[config.mk]
export PLATFORM = sky130hd
export DESIGN_NAME = at_command_line_parser_top
export DESIGN_NICKNAME = d
export VERILOG_FILES = /design/src/sv/atcp_pkg.sv /design/src/sv/atcp_line_ram.sv /design/src/sv/atcp_ctrl.sv /design/src/sv/atcp_out_reg.sv /design/src/sv/at_command_line_parser_top.sv
export VERILOG_INCLUDE_DIRS = /design/src /design/src/sv
export SDC_FILE = /design/constraint.sdc
export NUM_CORES = 1
export LEC_CHECK = 0
export BUFFER_PORTS_ARGS = -buffer_cell sky130_fd_sc_hd__buf_2
export CORE_MARGIN = 2
export CORE_UTILIZATION = 45
export DETAILED_ROUTE_END_ITERATION = 10
export PLACE_DENSITY = 0.67
export RECOVER_POWER = 50
export SYNTH_ARGS = -nofsm -noshare
export SYNTH_HDL_FRONTEND = slang
export SYNTH_SLANG_ARGS = --single-unit
[constraint.sdc]
create_clock -name clk -period 6.45 [get_ports clk]
set_input_delay 1.29 -clock clk [delete_from_list [all_inputs] [get_ports clk]]
set_output_delay 1.29 -clock clk [all_outputs]
set_load 0.02 [all_outputs]
[src/sv/assert_macros.svh]
// assertion macros used by the top-level rtl file
// no dependencies; the bodies drop out when SYNTHESIS is defined
`ifndef ASSERT_MACROS_SVH
`define ASSERT_MACROS_SVH

`ifndef SYNTHESIS

`define ATCP_ASSERT(lbl, clk, rst_n, prop, msg) \
    lbl: assert property (@(posedge clk) disable iff (!rst_n) (prop)) else $error(msg);

`define ATCP_ASSERT_IMP(lbl, clk, rst_n, ante, cons, msg) \
    lbl: assert property (@(posedge clk) disable iff (!rst_n) (ante) |-> (cons)) \
        else $error(msg);

`else

`define ATCP_ASSERT(lbl, clk, rst_n, prop, msg)

`define ATCP_ASSERT_IMP(lbl, clk, rst_n, ante, cons, msg)

`endif

`endif

[src/sv/atcp_pkg.sv]
// shared constants, types and helpers of the at command line parser
// no dependencies
package atcp_pkg;

    localparam int BUF_DEPTH = 64;
    localparam int ADDR_W    = $clog2(BUF_DEPTH);
    localparam int CNT_W     = ADDR_W + 1;

    localparam logic [7:0] CH_A   = 8'h41;
    localparam logic [7:0] CH_T   = 8'h54;
    localparam logic [7:0] CH_PLS = 8'h2B;
    localparam logic [7:0] CH_EQ  = 8'h3D;
    localparam logic [7:0] CH_DOT = 8'h2E;

    localparam int PREFIX_LEN = 3;

    typedef enum logic [2:0] {
        ST_OK       = 3'd0,
        ST_PREFIX   = 3'd1,
        ST_NOEQ     = 3'd2,
        ST_NOFUNC   = 3'd3,
        ST_NOPARAM  = 3'd4,
        ST_OVERFLOW = 3'd5
    } status_t;

    typedef struct packed {
        logic              we;
        logic [ADDR_W-1:0] waddr;
        logic [7:0]        wdata;
        logic              re;
        logic [ADDR_W-1:0] raddr;
    } ram_req_t;

    typedef struct packed {
        status_t    status;
        logic       part;
        logic [7:0] char_out;
        logic       last;
    } result_t;

    function automatic logic [7:0] prefix_char(input logic [1:0] idx);
        logic [7:0] ch;
        case (idx)
            2'd0:    ch = CH_A;
            2'd1:    ch = CH_T;
            default: ch = CH_PLS;
        endcase
        return ch;
    endfunction

endpackage

[src/sv/atcp_line_ram.sv]
// line buffer memory, one write port and one registered read port
// depends on atcp_pkg
module atcp_line_ram (
    input  logic                    clk,
    input  atcp_pkg::ram_req_t      req,
    output logic [7:0]              rdata
);

    logic [7:0] mem [atcp_pkg::BUF_DEPTH];
    logic [7:0] rdata_reg;

    always_ff @(posedge clk)
    begin
        if (req.we)
        begin
            mem[req.waddr] <= req.wdata;
        end
        if (req.re)
        begin
            rdata_reg <= mem[req.raddr];
        end
    end

    assign rdata = rdata_reg;

endmodule

[src/sv/atcp_ctrl.sv]
// line collection, line check and readout sequencer
// depends on atcp_pkg; drives atcp_line_ram and atcp_out_reg
module atcp_ctrl (
    input  logic                              clk,
    input  logic                              rst_n,
    input  logic                              in_valid,
    output logic                              in_stall,
    input  logic [7:0]                        rx_byte,
    output atcp_pkg::ram_req_t                ram_req,
    input  logic [7:0]                        ram_rdata,
    input  logic                              out_free,
    output logic                              res_load,
    output atcp_pkg::result_t                 res
);

    localparam int AW = atcp_pkg::ADDR_W;
    localparam int CW = atcp_pkg::CNT_W;

    typedef enum logic [3:0] {
        S_IDLE = 4'b0001,
        S_TERM = 4'b0010,
        S_READ = 4'b0100,
        S_LOAD = 4'b1000
    } state_t;

    state_t              state_reg, state_next;
    logic [CW-1:0]       fill_reg, fill_next;
    logic [AW-1:0]       eq_pos_reg, eq_pos_next;
    logic                eq_seen_reg, eq_seen_next;
    logic                ovf_reg, ovf_next;
    logic                pfx_bad_reg, pfx_bad_next;
    atcp_pkg::status_t   st_reg, st_next;
    logic [AW-1:0]       idx_reg, idx_next;
    logic                part_reg, part_next;

    logic                accept;
    logic                room;
    logic                is_last;
    atcp_pkg::status_t   check_st;

    assign in_stall = (state_reg != S_IDLE);
    assign accept   = in_valid && (state_reg == S_IDLE);
    assign room     = fill_reg < CW'(atcp_pkg::BUF_DEPTH - 1);
    assign is_last  = part_reg && (({1'b0, idx_reg} + CW'(1)) == fill_reg);

    always_comb
    begin
        if (ovf_reg)
            check_st = atcp_pkg::ST_OVERFLOW;
        else if (fill_reg < CW'(atcp_pkg::PREFIX_LEN) || pfx_bad_reg)
            check_st = atcp_pkg::ST_PREFIX;
        else if (!eq_seen_reg)
            check_st = atcp_pkg::ST_NOEQ;
        else if (eq_pos_reg == AW'(atcp_pkg::PREFIX_LEN))
            check_st = atcp_pkg::ST_NOFUNC;
        else if (({1'b0, eq_pos_reg} + CW'(1)) >= fill_reg)
            check_st = atcp_pkg::ST_NOPARAM;
        else
            check_st = atcp_pkg::ST_OK;
    end

    always_comb
    begin
        state_next    = state_reg;
        fill_next     = fill_reg;
        eq_pos_next   = eq_pos_reg;
        eq_seen_next  = eq_seen_reg;
        ovf_next      = ovf_reg;
        pfx_bad_next  = pfx_bad_reg;
        st_next       = st_reg;
        idx_next      = idx_reg;
        part_next     = part_reg;
        ram_req.we    = 1'b0;
        ram_req.waddr = fill_reg[AW-1:0];
        ram_req.wdata = rx_byte;
        ram_req.re    = 1'b0;
        ram_req.raddr = idx_reg;
        res_load      = 1'b0;
        res.status    = atcp_pkg::ST_OK;
        res.part      = part_reg;
        res.char_out  = ram_rdata;
        res.last      = is_last;

        case (state_reg)
            S_IDLE:
            begin
                if (accept)
                begin
                    if (rx_byte == atcp_pkg::CH_DOT)
                    begin
                        st_next    = check_st;
                        state_next = S_TERM;
                    end
                    else if (room)
                    begin
                        ram_req.we = 1'b1;
                        fill_next  = fill_reg + CW'(1);
                        if (fill_reg < CW'(atcp_pkg::PREFIX_LEN) &&
                            rx_byte != atcp_pkg::prefix_char(fill_reg[1:0]))
                        begin
                            pfx_bad_next = 1'b1;
                        end
                        if (rx_byte == atcp_pkg::CH_EQ && !eq_seen_reg &&
                            fill_reg >= CW'(atcp_pkg::PREFIX_LEN))
                        begin
                            eq_seen_next = 1'b1;
                            eq_pos_next  = fill_reg[AW-1:0];
                        end
                    end
                    else
                    begin
                        ovf_next = 1'b1;
                    end
                end
            end
            S_TERM:
            begin
                if (st_reg != atcp_pkg::ST_OK)
                begin
                    if (out_free)
                    begin
                        res_load     = 1'b1;
                        res.status   = st_reg;
                        res.part     = 1'b0;
                        res.char_out = 8'd0;
                        res.last     = 1'b1;
                        state_next   = S_IDLE;
                    end
                end
                else
                begin
                    idx_next   = AW'(atcp_pkg::PREFIX_LEN);
                    part_next  = 1'b0;
                    state_next = S_READ;
                end
            end
            S_READ:
            begin
                ram_req.re = 1'b1;
                state_next = S_LOAD;
            end
            S_LOAD:
            begin
                if (out_free)
                begin
                    res_load = 1'b1;
                    if (is_last)
                    begin
                        state_next = S_IDLE;
                    end
                    else
                    begin
                        if (!part_reg && (idx_reg + AW'(1)) == eq_pos_reg)
                        begin
                            idx_next  = eq_pos_reg + AW'(1);
                            part_next = 1'b1;
                        end
                        else
                        begin
                            idx_next = idx_reg + AW'(1);
                        end
                        state_next = S_READ;
                    end
                end
            end
            default:
            begin
                state_next = S_IDLE;
            end
        endcase

        // line state clears once the line's final result is loaded
        if (res_load && res.last)
        begin
            fill_next    = '0;
            eq_pos_next  = '0;
            eq_seen_next = 1'b0;
            ovf_next     = 1'b0;
            pfx_bad_next = 1'b0;
        end
    end

    always_ff @(posedge clk or negedge rst_n)
    begin
        if (!rst_n)
        begin
            state_reg   <= S_IDLE;
            fill_reg    <= '0;
            eq_pos_reg  <= '0;
            eq_seen_reg <= 1'b0;
            ovf_reg     <= 1'b0;
            pfx_bad_reg <= 1'b0;
            st_reg      <= atcp_pkg::ST_OK;
            idx_reg     <= '0;
            part_reg    <= 1'b0;
        end
        else
        begin
            state_reg   <= state_next;
            fill_reg    <= fill_next;
            eq_pos_reg  <= eq_pos_next;
            eq_seen_reg <= eq_seen_next;
            ovf_reg     <= ovf_next;
            pfx_bad_reg <= pfx_bad_next;
            st_reg      <= st_next;
            idx_reg     <= idx_next;
            part_reg    <= part_next;
        end
    end

endmodule

[src/sv/atcp_out_reg.sv]
// output register holding one result transaction until it is taken
// depends on atcp_pkg
module atcp_out_reg (
    input  logic                clk,
    input  logic                rst_n,
    input  logic                res_load,
    input  atcp_pkg::result_t   res,
    output logic                out_free,
    output logic                out_valid,
    input  logic                out_stall,
    output logic [2:0]          status,
    output logic                part,
    output logic [7:0]          char_out,
    output logic                last
);

    logic               valid_reg;
    atcp_pkg::result_t  res_reg;

    assign out_free = !valid_reg || !out_stall;

    always_ff @(posedge clk or negedge rst_n)
    begin
        if (!rst_n)
        begin
            valid_reg <= 1'b0;
        end
        else if (res_load)
        begin
            valid_reg <= 1'b1;
        end
        else if (!out_stall)
        begin
            valid_reg <= 1'b0;
        end
    end

    always_ff @(posedge clk)
    begin
        if (res_load)
        begin
            res_reg <= res;
        end
    end

    assign out_valid = valid_reg;
    assign status    = res_reg.status;
    assign part      = res_reg.part;
    assign char_out  = res_reg.char_out;
    assign last      = res_reg.last;

endmodule

[src/sv/at_command_line_parser_top.sv]
// AT command line parser: an ordinary byte is taken and written to the line memory while
// there is room. A '.' on a bad line gives one error transaction, and on a good line each
// extracted byte passes through a read state and a load state, since the readout walks
// the stored line through the single registered read port of the line memory. Input is
// stalled during the readout; output stalls stretch it. No clearing pass after reset.
// depends on atcp_pkg, atcp_line_ram, atcp_ctrl, atcp_out_reg and assert_macros.svh
`include "assert_macros.svh"

module at_command_line_parser_top (
    input  logic        clk,
    input  logic        rst_n,
    input  logic        in_valid,
    output logic        in_stall,
    input  logic [7:0]  rx_byte,
    output logic        out_valid,
    input  logic        out_stall,
    output logic [2:0]  status,
    output logic        part,
    output logic [7:0]  char_out,
    output logic        last
);

    atcp_pkg::ram_req_t ram_req;
    logic [7:0]         ram_rdata;
    logic               out_free;
    logic               res_load;
    atcp_pkg::result_t  res;

    atcp_line_ram u_ram (
        .clk   (clk),
        .req   (ram_req),
        .rdata (ram_rdata)
    );

    atcp_ctrl u_ctrl (
        .clk       (clk),
        .rst_n     (rst_n),
        .in_valid  (in_valid),
        .in_stall  (in_stall),
        .rx_byte   (rx_byte),
        .ram_req   (ram_req),
        .ram_rdata (ram_rdata),
        .out_free  (out_free),
        .res_load  (res_load),
        .res       (res)
    );

    atcp_out_reg u_out (
        .clk       (clk),
        .rst_n     (rst_n),
        .res_load  (res_load),
        .res       (res),
        .out_free  (out_free),
        .out_valid (out_valid),
        .out_stall (out_stall),
        .status    (status),
        .part      (part),
        .char_out  (char_out),
        .last      (last)
    );

    `ATCP_ASSERT_IMP(a_err_fields, clk, rst_n, out_valid && status != atcp_pkg::ST_OK, char_out == 8'd0 && part == 1'b0 && last, "error result fields not cleared")
    `ATCP_ASSERT_IMP(a_load_free, clk, rst_n, res_load, out_free, "result loaded over a pending transaction")
    `ATCP_ASSERT_IMP(a_mid_line_stall, clk, rst_n, out_valid && !last, in_stall, "input taken during line readout")

endmodule

After elaboration in Yosys (flattened, before gate mapping). Memory sizes are Yosys's and may differ from the RTL's. A register that Yosys moved wholly into a read port is not among the register bits. Cells that the tools add are included.

Bits in registers: 44. Memory bits (writable): 512. Input port bits: 12. Output and inout bits: 15. Memories: 1.

Add/sub/neg operators: 5. $lt $le $gt $ge: 4. Equal/unequal tests: 22. Mux-type cells: 70. Reduce and logical (&&, ||, !) cells: 30.

Memory list: u_ram.mem (depth 64, width 8, read ports 1, clocked after memory_dff 1, write ports 1, line atcp_line_ram.sv:9) `logic [7:0] mem [atcp_pkg::BUF_DEPTH];`.

Operators with widths (number): $mux 6 (10); $mux 7 (5); $mux 1 (32); $mux 8 (4); $mux 10 (3); $mux 4 (5); $mux 3 (6); $eq 8x6->1 const B (2); $pmux 4 s4 (1); $reduce_and 4->1 (4); $reduce_and 5->1 (3); $add 6x1->7 const B (2); $pmux 7 s2 (1); $add 6x1->6 const B (2); $ne 2x2->1 const B (6); $pmux 6 s2 (1); $reduce_bool 2->1 (6); $ne 8x8->1 (1); $add 7x1->7 const B (1); $eq 7x7->1 (1); $ge 7x2->1 const B (1); $ge 7x7->1 (1); $logic_and 1x1->1 (7); $lt 7x2->1 const B (1); 17 further kinds (25).

Depth between registers and ports, before layout.
Depth in word-level cells: 14. Depth in mapped cells: 11. Depth with buffers taken out: 9.

Hierarchy. Synthesis repeated with hierarchy kept, for this count alone.

Cell total of the unflattened synthesis: 1213. Area total of the unflattened synthesis: 23108.4 sq um.

By module, submodules not included: atcp_line_ram (times used 1, cells each 940, area each 20246.9 sq um, sequential area each 15615.0 sq um); atcp_ctrl (times used 1, cells each 257, area each 2434.8 sq um, sequential area each 752.0 sq um); atcp_out_reg (times used 1, cells each 16, area each 426.7 sq um, sequential area each 415.4 sq um).

Worst setup path after synthesis. No wires, ideal clock.

Kind: input to register. Start point: input port rx_byte[7]. End point: register u_ctrl.fill_reg[5]. Library setup time: 0.121 ns. Data arrival time: 2.918 ns. Data required time: 6.329 ns. Setup slack: 3.411 ns. Stages: 7. Cells stage by stage: nor2_1 -> nand2_1 -> nor4_1 -> nor4_2 -> nand3_1 -> nor2_1 -> o22a_1.

Cells in the longest elaborated chain, start to end: 3.

RTL lines: start, declared (line at_command_line_parser_top.sv:14) `input logic [7:0] rx_byte,`; $eq 8x6->1 (line atcp_ctrl.sv:89) `if (rx_byte == atcp_pkg::CH_DOT)`; $ne 2x2->1 (no source line); $reduce_and 4->1 (no source line); end signal, assigned (line atcp_ctrl.sv:200) `fill_reg <= fill_next;`; end, declared (line atcp_ctrl.sv:27) `logic [CW-1:0] fill_reg, fill_next;`.

No other way between the ends. A chain may end at the register's enable or synchronous reset.

Final worst setup path.
Start point: input port rx_byte[7]. End point: memory u_ram.mem[11][7], enable pin.

Cells in the longest elaborated chain, start to end: 6.

RTL lines: $eq 8x6->1 (line atcp_ctrl.sv:89); $mux 1 (line atcp_ctrl.sv:89); $mux 1 (line atcp_ctrl.sv:87) `if (accept)`; $mux 1 (line atcp_ctrl.sv:84) `case (state_reg)`; $mux 1 (line atcp_line_ram.sv:14) `if (req.we)`; $mux 1 (not written as such) (line atcp_line_ram.sv:16) `mem[req.waddr] <= req.wdata;`; end, declared (line atcp_line_ram.sv:9).

No other way between the ends.

==> out/metrics.csv <==
stage,metric,value,unit
sta,min_period_over_period,0.776,
global_routing,grt_pass1_vias,10800,
power_and_ir_drop,p_leak,7.66,nW
sta,worst_pin_slew,3.99,ns
synthesis,yosys-top-cells-area,"edfxtp_1 (71%), mux4_2 (17%), dfrtp_1 (3.3%)",
synthesis,avgSynthCellArea,21.1,sq um
setup_path,end_kind,flop,
clocking,cts_resized,0,
detailed_routing,drt_pass1_iterations,5,
die,core_area,0.0498,sq mm
power_and_ir_drop,power_frac_clock,0.397,
detailed_routing,vias,10800,
place,gp_congestion,0.801,
clocking,htreeDepth,2,
sta,rsz0062_at_grt,no,
power_and_ir_drop,internal_power,6.17,mW
synthesis,synth_edf_count,533,
die,die-area,0.0519,sq mm
synthesis,yosysMostFrequentCell,edfxtp_1,
synthesis,ys_types,53,
setup_path,cp.required,6.69,ns
power_and_ir_drop,design_power_total,7.99,mW
global_routing,grtUsageTotal,0.200,
die,ios,27,
synthesis,synth_area,0.0225,sq mm
clocking,clk_pin_slew_worst_paths,0.06,ns
setup_path,arrival,5.24,ns
clocking,holdBufCountCts,0,
cells_and_area,areaGrowthSynthToFinish,11.5,%
place,hpwlAfterDp,30.9,mm
global_routing,grt_max_degree,73,
synthesis,async_reset_ff_frac,0.0550,
detailed_routing,final_antenna_net_count,0,
clocking,ctsLongestPathBuffers,3,
synthesis,syn_inst,1066,
detailed_routing,viasPerCell,5.88,
cells_and_area,layout.nets,1147,
clocking,clkLatencyLatePin,0.61,ns
sta,hold_viol_final,0,
run_status,violations,"capacitance limit, slew limit",
sta,report.final.slew_viol_count,578,
sta,period_needed,5.00,ns
detailed_routing,drtIter0Drc,1391,
synthesis,synth_top_area_frac,0.710,
cells_and_area,largest_register_ff_count,512,
synthesis,synthTopCellsByCount,"edfxtp_1 (533), mux4_2 (168), nor2_1 (94)",
power_and_ir_drop,power_density,318,mW/mm^2
synthesis,seq_area_frac_synth,0.745,
power_and_ir_drop,combPwrFrac,0.070,
setup_path,path_class,input pin to flop,
sta,setup_tns,0,ns
clocking,cts_buffers,53,
detailed_routing,remaining_drc_errors,0,
cells_and_area,final_core_util,0.505,
global_routing,antenna_found_initial,4,
clocking,cts_tree,done,
die,start_util,0.453,
synthesis,yosysTopAreaCell,edfxtp_1,
sta,clock-skew-final,0.0246,ns
sta,setup_viol,0,
clocking,clock-sinks,564,
die,rows,82,
power_and_ir_drop,switching_share,0.227,
run,drv_cap,11,
sta,max_freq,0.200,GHz
die,die_width,228,um
power_and_ir_drop,p_switching,1.82,mW
synthesis,ys_ff_latch,564,
run_status,status,"finished, violations left",
power_and_ir_drop,pwr-share-seq,0.532,
clocking,cts_setup_buffers,0,
synthesis,ys.flop_type,edfxtp_1,
power_and_ir_drop,vdd_drop_max,0.226,mV
setup_path,cp_max_fo,23,
clocking,clockRootBuffer,clkbuf_16,
cells_and_area,drive_above_1_share,0.235,
die,die_h,228,um
detailed_routing,wirelength,51.1,mm
sta,whs,0.521,ns
place,portBuffers,26,
hold_path,hold_class,flop to flop,
synthesis,yosysWarnings,0,
sta,slew_headroom,-1.66,
global_routing,overflow,0,
setup_path,cp-start-kind,input pin,
global_routing,grt_pass1_wl,75.5,mm
detailed_routing,wire_per_inst,27.9,um
stage by stage:
stage	cells	cell area [sq um]	setup slack, ns
floorplan	1073	22600	3.41
global placement	1739	23400	1.74
detailed placement	1739	23400	1.70
CTS	1834	25200	2.31
global route	1834	25100	1.10
finish	1835	25100	1.45
cell usage in the layout, fill, tap and decap left out, types with 6 or more instances in the layout:
cell | Yosys | final
xor2_1 | 6 | 6
inv_1 | 8 | 8
nor2_1 | 94 | 94
bufinv_16 | 0 | 8
clkinv_2 | 0 | 7
nand2b_1 | 6 | 6
mux2i_1 | 7 | 7
nand3_1 | 23 | 23
ha_1 | 13 | 13
clkinv_1 | 0 | 13
xnor2_1 | 19 | 19
a211oi_1 | 6 | 6
buf_2 | 12 | 10
conb_1 | 1 | 8
and2_1 | 10 | 10
dfrtp_1 | 30 | 27
a21oi_1 | 10 | 10
buf_4 | 0 | 6
edfxtp_1 | 533 | 533
clkbuf_1 | 26 | 33
nor3_1 | 8 | 8
clkbuf_16 | 0 | 55
nand2_1 | 16 | 16
mux4_2 | 168 | 168
power by group through the flow:
| stage | Sequential [mW] | Combinational (mW) | Clock (mW) |
|---|---|---|---|
| 2_1_floorplan | 4.26 | 0.339 | 0 |
| 3_3_place_gp | 4.32 | 0.553 | 0 |
| 3_5_place_dp | 4.32 | 0.564 | 0 |
| 4_1_cts | 4.24 | 0.565 | 3.22 |
| 5_1_grt | 4.27 | 0.608 | 3.35 |
| 6_report | 4.25 | 0.560 | 3.18 |
per-layer routing:
layer  wire, um  up-vias  GRT usage  part of all wire
met5         31        -          0           0.00061
met4       1110        4     0.0572             0.022
met3       4120       72     0.0436             0.081
met2      24400      525      0.312              0.48
met1      21400     5662      0.287              0.42
li1           -     4526          -                 -
worst max-delay path, cell delays in order:
cell      delay [ns]
clkbuf_1        1.17
nor2_1          0.12
nand2_1         0.15
nor4_1          0.06
clkbuf_1        0.22
nor4_1          0.65
nand3_1         0.72
nor2_1          0.83
worst paths after layout:
kind	startpoint	endpoint	slack, ns	cells past startpoint
worst max-delay path	rx_byte[7]	u_ram.mem[11][7]	1.45	8
worst min-delay path	u_ram.rdata[4]	u_out.char_out[4]	0.52	1
worst max register to register	u_ctrl.idx_reg[1]	u_ram.rdata[2]	2.67	4
worst min register to register	u_ram.rdata[4]	u_out.char_out[4]	0.52	1
max in group asynchronous	rst_n	u_ctrl.idx_reg[1]	4.05	1
min in group asynchronous	rst_n	u_out.out_valid	1.15	1
layout make-up:
cell class	count	area [sq um]
fillers	3882	24600
flip-flops and latches	564	16800
multi-input cells	450	5480
clock buffers	62	1400
well taps	672	841
clock inverters	33	365
repair buffers	43	213
inverters	10	37.5
diodes	1	2.50
cells by family after synthesis:
group | synth area share
AOI/OAI and AO/OA | 0.0148
xor gates and xnor gates | 0.0107
adders and majority gates | 0.00722
buffers and inverters | 0.0132
DFF | 0.745
muxes | 0.172
other | 0.000166
and+or+nand+nor | 0.0376
No activity file was read; power rests on OpenSTA's default activity.
